File: src/design/smr_pkg.sv
`default_nettype none
package smr_pkg;

  localparam int MAX_ROWS    = 8;
  localparam int MAX_COLS    = 8;
  localparam int STORE_DEPTH = MAX_ROWS * MAX_COLS;

  localparam int DATA_W  = 32;
  localparam int COUNT_W = 4;
  localparam int LOAD_W  = 7;
  localparam int ADDR_W  = (STORE_DEPTH > 1) ? $clog2(STORE_DEPTH) : 1;
  localparam int ROW_W   = (MAX_ROWS > 1) ? $clog2(MAX_ROWS) : 1;
  localparam int COL_W   = (MAX_COLS > 1) ? $clog2(MAX_COLS) : 1;

  localparam int CFG_IDX_W = 2;
  localparam logic [CFG_IDX_W-1:0] REG_ROW_COUNT = CFG_IDX_W'(0);
  localparam logic [CFG_IDX_W-1:0] REG_COL_COUNT = CFG_IDX_W'(1);

  localparam logic [COUNT_W-1:0] COUNT_RESET = COUNT_W'(8);

  // Walker command and status between the top level and the address walker.
  typedef struct packed {
    logic start;
    logic advance;
  } walk_ctrl_t;

  typedef struct packed {
    logic busy;
    logic last;
  } walk_stat_t;

  // Map a raw count into 1..maxv.
  function automatic logic [COUNT_W-1:0] clamp_count(input logic [COUNT_W-1:0] v,
                                                     input logic [COUNT_W-1:0] maxv);
    logic [COUNT_W-1:0] res;
    if (v == '0) begin
      res = COUNT_W'(1);
    end else if (v > maxv) begin
      res = maxv;
    end else begin
      res = v;
    end
    return res;
  endfunction

endpackage
`default_nettype wire

File: src/design/spiral_matrix_reorder.sv
// Loading: one element per cycle while in_ready is high; the element completing the matrix
// starts the spiral run. Store reads feed a two-entry output queue; results follow one
// per cycle while out_ready is high, paced by the single read port of the element store.
// Loading of the next matrix resumes the cycle after the last store read is issued.
// Reset (rst, synchronous): row_count = col_count = 8, load index 0, output queue empty;
// store contents stay undefined, no clearing pass.
`default_nettype none
module spiral_matrix_reorder (
  input  wire logic                          clk,
  input  wire logic                          rst,
  input  wire logic                          in_valid,
  output logic                               in_ready,
  input  wire logic signed [31:0]            element,
  output logic                               out_valid,
  input  wire logic                          out_ready,
  output logic signed [31:0]                 spiral_value,
  output logic                               final_flag,
  input  wire logic                          cfg_valid,
  output logic                               cfg_ready,
  input  wire logic [smr_pkg::CFG_IDX_W-1:0] cfg_index,
  input  wire logic [smr_pkg::COUNT_W-1:0]   cfg_data
);
  import smr_pkg::*;

  logic [COUNT_W-1:0] row_count, col_count;
  logic [COUNT_W-1:0] rows, cols;
  logic [LOAD_W-1:0]  load_index;
  logic [LOAD_W-1:0]  total;
  logic               in_fire, load_done;

  walk_ctrl_t        wctrl;
  walk_stat_t        wstat;
  logic [ADDR_W-1:0] raddr;
  logic [DATA_W-1:0] rdata;

  logic              pending, pending_final;
  logic [DATA_W-1:0] q_value [2];
  logic              q_final [2];
  logic              wr_ptr, rd_ptr;
  logic [1:0]        fill;
  logic [1:0]        slots;
  logic              pop, issue;

  assign rows  = clamp_count(row_count, COUNT_W'(MAX_ROWS));
  assign cols  = clamp_count(col_count, COUNT_W'(MAX_COLS));
  assign total = LOAD_W'(rows * cols);

  // Hold input while a configuration transaction is offered, so it lands first.
  assign cfg_ready = 1'b1;
  assign in_ready  = !wstat.busy && !cfg_valid;
  assign in_fire   = in_valid && in_ready;
  assign load_done = in_fire && (load_index == total - LOAD_W'(1));

  // Hold configuration; any write to a mapped register restarts loading.
  always_ff @(posedge clk) begin
    if (rst) begin
      row_count  <= COUNT_RESET;
      col_count  <= COUNT_RESET;
      load_index <= '0;
    end else if (cfg_valid && cfg_ready) begin
      if (cfg_index == REG_ROW_COUNT) begin
        row_count  <= cfg_data;
        load_index <= '0;
      end else if (cfg_index == REG_COL_COUNT) begin
        col_count  <= cfg_data;
        load_index <= '0;
      end
    end else if (in_fire) begin
      load_index <= load_done ? '0 : load_index + LOAD_W'(1);
    end
  end

  // Issue a read only when the queue has room for its data.
  assign pop   = out_valid && out_ready;
  assign slots = fill + 2'(pending);
  assign issue = wstat.busy && ((slots < 2'd2) || pop);

  assign wctrl.start   = load_done;
  assign wctrl.advance = issue;

  smr_store u_store (
    .clk   (clk),
    .we    (in_fire),
    .waddr (load_index[ADDR_W-1:0]),
    .wdata (element),
    .re    (issue),
    .raddr (raddr),
    .rdata (rdata)
  );

  smr_walker u_walker (
    .clk      (clk),
    .rst      (rst),
    .ctrl     (wctrl),
    .rows     (rows),
    .cols     (cols),
    .last_pos (ADDR_W'(total - LOAD_W'(1))),
    .stat     (wstat),
    .addr     (raddr)
  );

  // Track the read in flight and its last flag.
  always_ff @(posedge clk) begin
    if (rst) begin
      pending <= 1'b0;
    end else begin
      pending <= issue;
    end
  end

  always_ff @(posedge clk) begin
    if (issue) begin
      pending_final <= wstat.last;
    end
  end

  // Push returning read data into the output queue; pop on each output transaction.
  always_ff @(posedge clk) begin
    if (rst) begin
      wr_ptr <= 1'b0;
      rd_ptr <= 1'b0;
      fill   <= '0;
    end else begin
      if (pending) begin
        wr_ptr <= ~wr_ptr;
      end
      if (pop) begin
        rd_ptr <= ~rd_ptr;
      end
      fill <= fill + 2'(pending) - 2'(pop);
    end
  end

  always_ff @(posedge clk) begin
    if (pending) begin
      q_value[wr_ptr] <= rdata;
      q_final[wr_ptr] <= pending_final;
    end
  end

  assign out_valid    = (fill != '0);
  assign spiral_value = q_value[rd_ptr];
  assign final_flag   = q_final[rd_ptr];

endmodule
`default_nettype wire

File: src/design/smr_store.sv
`default_nettype none
module smr_store (
  input  wire logic                       clk,
  input  wire logic                       we,
  input  wire logic [smr_pkg::ADDR_W-1:0] waddr,
  input  wire logic [smr_pkg::DATA_W-1:0] wdata,
  input  wire logic                       re,
  input  wire logic [smr_pkg::ADDR_W-1:0] raddr,
  output logic      [smr_pkg::DATA_W-1:0] rdata
);
  import smr_pkg::*;

  logic [DATA_W-1:0] mem [STORE_DEPTH];

  // Write one entry per cycle.
  always_ff @(posedge clk) begin
    if (we) begin
      mem[waddr] <= wdata;
    end
  end

  // Registered read.
  always_ff @(posedge clk) begin
    if (re) begin
      rdata <= mem[raddr];
    end
  end

endmodule
`default_nettype wire

File: src/design/smr_walker.sv
`default_nettype none
module smr_walker (
  input  wire logic                        clk,
  input  wire logic                        rst,
  input  wire smr_pkg::walk_ctrl_t         ctrl,
  input  wire logic [smr_pkg::COUNT_W-1:0] rows,
  input  wire logic [smr_pkg::COUNT_W-1:0] cols,
  input  wire logic [smr_pkg::ADDR_W-1:0]  last_pos,
  output smr_pkg::walk_stat_t              stat,
  output logic      [smr_pkg::ADDR_W-1:0]  addr
);
  import smr_pkg::*;

  typedef enum logic {W_IDLE, W_RUN} wstate_t;
  typedef enum logic [1:0] {DIR_RIGHT, DIR_DOWN, DIR_LEFT, DIR_UP} dir_t;

  wstate_t            state;
  dir_t               dir;
  logic [ROW_W-1:0]   r, top, bottom;
  logic [COL_W-1:0]   c, left, right;
  logic [ADDR_W-1:0]  remain;
  logic [COUNT_W-1:0] cols_q;
  logic [ADDR_W+COUNT_W:0] addr_full;

  // Row-major address of the current cell.
  assign addr_full   = (ADDR_W+COUNT_W+1)'(r) * (ADDR_W+COUNT_W+1)'(cols_q)
                     + (ADDR_W+COUNT_W+1)'(c);
  assign addr        = addr_full[ADDR_W-1:0];
  assign stat.busy   = (state == W_RUN);
  assign stat.last   = (remain == '0);

  // Walk the spiral: move along the edge, turn and shrink a bound at its end.
  always_ff @(posedge clk) begin
    if (rst) begin
      state <= W_IDLE;
    end else begin
      unique case (state)
        W_IDLE: begin
          if (ctrl.start) begin
            state  <= W_RUN;
            dir    <= DIR_RIGHT;
            r      <= '0;
            c      <= '0;
            top    <= '0;
            left   <= '0;
            bottom <= ROW_W'(rows - COUNT_W'(1));
            right  <= COL_W'(cols - COUNT_W'(1));
            remain <= last_pos;
            cols_q <= cols;
          end
        end
        W_RUN: begin
          if (ctrl.advance) begin
            if (remain == '0) begin
              state <= W_IDLE;
            end else begin
              remain <= remain - ADDR_W'(1);
              unique case (dir)
                DIR_RIGHT: begin
                  if (c < right) begin
                    c <= c + COL_W'(1);
                  end else begin
                    top <= top + ROW_W'(1);
                    r   <= r + ROW_W'(1);
                    dir <= DIR_DOWN;
                  end
                end
                DIR_DOWN: begin
                  if (r < bottom) begin
                    r <= r + ROW_W'(1);
                  end else begin
                    right <= right - COL_W'(1);
                    c     <= c - COL_W'(1);
                    dir   <= DIR_LEFT;
                  end
                end
                DIR_LEFT: begin
                  if (c > left) begin
                    c <= c - COL_W'(1);
                  end else begin
                    bottom <= bottom - ROW_W'(1);
                    r      <= r - ROW_W'(1);
                    dir    <= DIR_UP;
                  end
                end
                DIR_UP: begin
                  if (r > top) begin
                    r <= r - ROW_W'(1);
                  end else begin
                    left <= left + COL_W'(1);
                    c    <= c + COL_W'(1);
                    dir  <= DIR_RIGHT;
                  end
                end
                default: dir <= DIR_RIGHT;
              endcase
            end
          end
        end
        default: state <= W_IDLE;
      endcase
    end
  end

endmodule
`default_nettype wire

File: config.mk
export PLATFORM = sky130hd
export DESIGN_NAME = spiral_matrix_reorder
export DESIGN_NICKNAME = d
export VERILOG_FILES = /design/src/design/smr_pkg.sv /design/src/design/spiral_matrix_reorder.sv /design/src/design/smr_store.sv /design/src/design/smr_walker.sv
export SDC_FILE = /design/constraint.sdc
export NUM_CORES = 2
export LEC_CHECK = 0
export ABC_AREA = 1
export BUFFER_PORTS_ARGS = -buffer_cell sky130_fd_sc_hd__buf_2
export CORE_ASPECT_RATIO = 0.75
export CORE_MARGIN = 10
export CORE_UTILIZATION = 45
export CTS_BUF_LIST = sky130_fd_sc_hd__clkbuf_16
export CTS_CLUSTER_DIAMETER = 100
export DETAILED_ROUTE_END_ITERATION = 8
export RECOVER_POWER = 100
export SYNTH_ARGS = -nofsm -noshare
export SYNTH_HDL_FRONTEND = slang
export SYNTH_HIERARCHICAL = 1
export SYNTH_SLANG_ARGS = --single-unit
export TNS_END_PERCENT = 100
File: constraint.sdc
create_clock -name clk -period 4.6 [get_ports clk]
set_input_delay 0.69 -clock clk [delete_from_list [all_inputs] [get_ports clk]]
set_output_delay 0.69 -clock clk [all_outputs]
set_load 0.03 [all_outputs]
==> flow_summary.yaml <==
detailed_routing:
  drtIter0Drc: 7611
  ant_nets: 0
  first_pass_iters: 6
  vias: 58900
  routed_via_density: 5.73
  wl_um: 260000
  drc_errors: 0
  wire_per_inst_um: 25.3
setup_path:
  slowest_stage: "nor2_1"
  arrival_ns: 4.92
  r2r_start: "load_index[0]$_SDFFE_PP0P_"
  worstPathCellList: "inv_1, nor3_1, nand2_1, nor2_1, clkbuf_2"
  cp-start-kind: "flop"
  r2r_cells: 5
  startpoint: "load_index[0]$_SDFFE_PP0P_"
  crit_path_end_kind: "flop"
  crit_buf_inv: 2
  critPathMaxFanout: 17
  path_class: "flop to flop"
  slowest_delay_ns: 2.01
  worst-endpoint-required_ns: 5.06
  worst-path-stages: 5
  path_delay_family: "simple AND/OR/NAND/NOR gates"
finish:
  num-fill-cells: 17100
  nets: 7570
  final_cells: 10300
  most-common-layout-cells: "2374 x nand2_1, 2177 x edfxtp_1, 1935 x nand3_1, 204 x clkbuf_16, 157 x inv_1"
  syn2layout_area_growth_pct: 11.2
  seqCellArea_sq_um: 65800
  drive_gt1_frac: 0.0727
  final_common_cell: "nand2_1"
  multi_input_area_sq_um: 21300
sta:
  tightestPinTransition_ns: 3.70
  slew_violations: 2388
  fin_tns_setup_ns: 0
  layout_setup_ws_ns: 0.147
  max-slew-margin-rel: -1.46
  fmax_mhz: 225
  fin_crit_sh: 0.968
  fin_crit_ns: 4.45
  clock_skew_ns: 0.0460
  hold_violations: 0
  setup_viol: 0
  rsz0062_at_grt: "no"
job:
  max_cap_violations: 72
die:
  core_sq_um: 197000
  die_area_sq_um: 217000
  rows: 141
  ios: 79
  die_y_um: 406
  die_x_um: 535
  initial_core_util: 0.453
placement:
  dpl.hpwl_um: 145000
  pre_cts_ws_ns: 0.0135
  gp_congestion: 0.855
  place_inst: 9910
  placement.io_buffers: 77
global_route:
  grt_pass1_wl_um: 379000
  grt_max_degree: 149
  antenna_found_initial: 11
  grt_pass1_vias: 55200
  grt.total_usage: 0.233
  grt-ovfl-total: 0
synth:
  synth_nets: 7496
  yosys_warnings: 6
  synth_area_per_cell_sq_um: 12.1
  synthCells: 7396
  syn-cell-area_sq_um: 89500
worst_hold_path:
  worst_hold_path.num_cells: 3
  min_from: "cfg_data[3]"
  hold_path.class: "input port to flop"
clocking:
  cts_root_buffer: "clkbuf_16"
  numCtsBuffers: 201
  cts.sinks: 2199
  htreeDepth: 4
  clkLatencyLatePin_ns: 0.84
  cts_tree: "done"
  cts_hold_buf: 0
  clk_pin_slew_ns: 0.06
  cts_buffer_depth: 3
pwr:
  finalPower_mw: 38.8
  p_per_area_nw_per_um2: 390
  peakVddDrop_v: 0.000435
  p_leak_nw: 35.1
run_status:
  outcome: "finished, violations left"
  violations: "capacitance limit, slew limit"
final cells by class:
class | instances | area share
Sequential cell | 2199 | 0.661
Tap cell | 2645 | 0.0333
Clock inverter | 162 | 0.0112
Antenna cell | 2 | 0.0000503
Timing Repair Buffer | 332 | 0.0243
Inverter | 116 | 0.00476
Multi-Input combinational cell | 4620 | 0.214
Clock buffer | 204 | 0.0513
metrics by stage:
stage / hold slack (ns) / utilization / instance area [sq um]
final: 0.148 / 0.504 / 99500
after global routing: 0.121 / 0.504 / 99500
after CTS: 0.0513 / 0.508 / 100000
after detailed placement: 0.446 / 0.476 / 94100
after global placement: 0.437 / 0.476 / 94100
after floorplan: 0.421 / - / 89500
sequential cells by signal, indices dropped and copies added, names as in the netlist, 2 cells and up, named ones only:
register / count
u_walker/remain: 6
q_final: 2
fill: 2
u_store/rdata: 32
u_walker/top: 3
u_walker/dir: 2
row_count: 4
u_walker/bottom: 3
u_walker/left: 3
u_walker/c: 3
load_index: 7
col_count: 4
u_walker/r: 3
u_store/mem: 2048
u_walker/cols_q: 4
q_value: 64
u_walker/right: 3
final timing paths:
path / slack, ns / to
worst max-delay path: 0.15 / u_store/mem[31][12]$_DFFE_PP_
worst min-delay path: 0.15 / col_count[3]$_SDFFE_PP1P_
worst max register to register: 0.15 / u_store/mem[31][12]$_DFFE_PP_
worst min register to register: 0.45 / rd_ptr$_SDFFE_PP0P_
repair_timing:
action	CTS	global route
gates resized for setup	1	14
endpoints found under the setup margin	3	26
pin swaps	0	4
buffers inserted	0	2
endpoints found under the hold margin	0	0
worst min-delay path: stages:
cell and delay, ns:
buf_2 0.12, nand2_1 0.06, o211ai_1 0.07
report_power, final:
| part | leakage (nW) | switching, mW | internal [mW] |
|---|---|---|---|
| Combinational | 12.1 | 0.551 | 0.103 |
| Clock | 3.24 | 7.40 | 8.66 |
| Sequential | 19.7 | 0.0137 | 22.1 |
layer usage:
metal  track usage  share of wire  wire length, um  up-vias
met2         0.340           0.43           112000     3003
met3        0.0513           0.11            28700      375
met5             0        0.00018               47        -
met1         0.352           0.43           112000    29200
li1              -              -                -    26400
met4        0.0604          0.026             6690        8
Power figures use the tool's default switching activity.
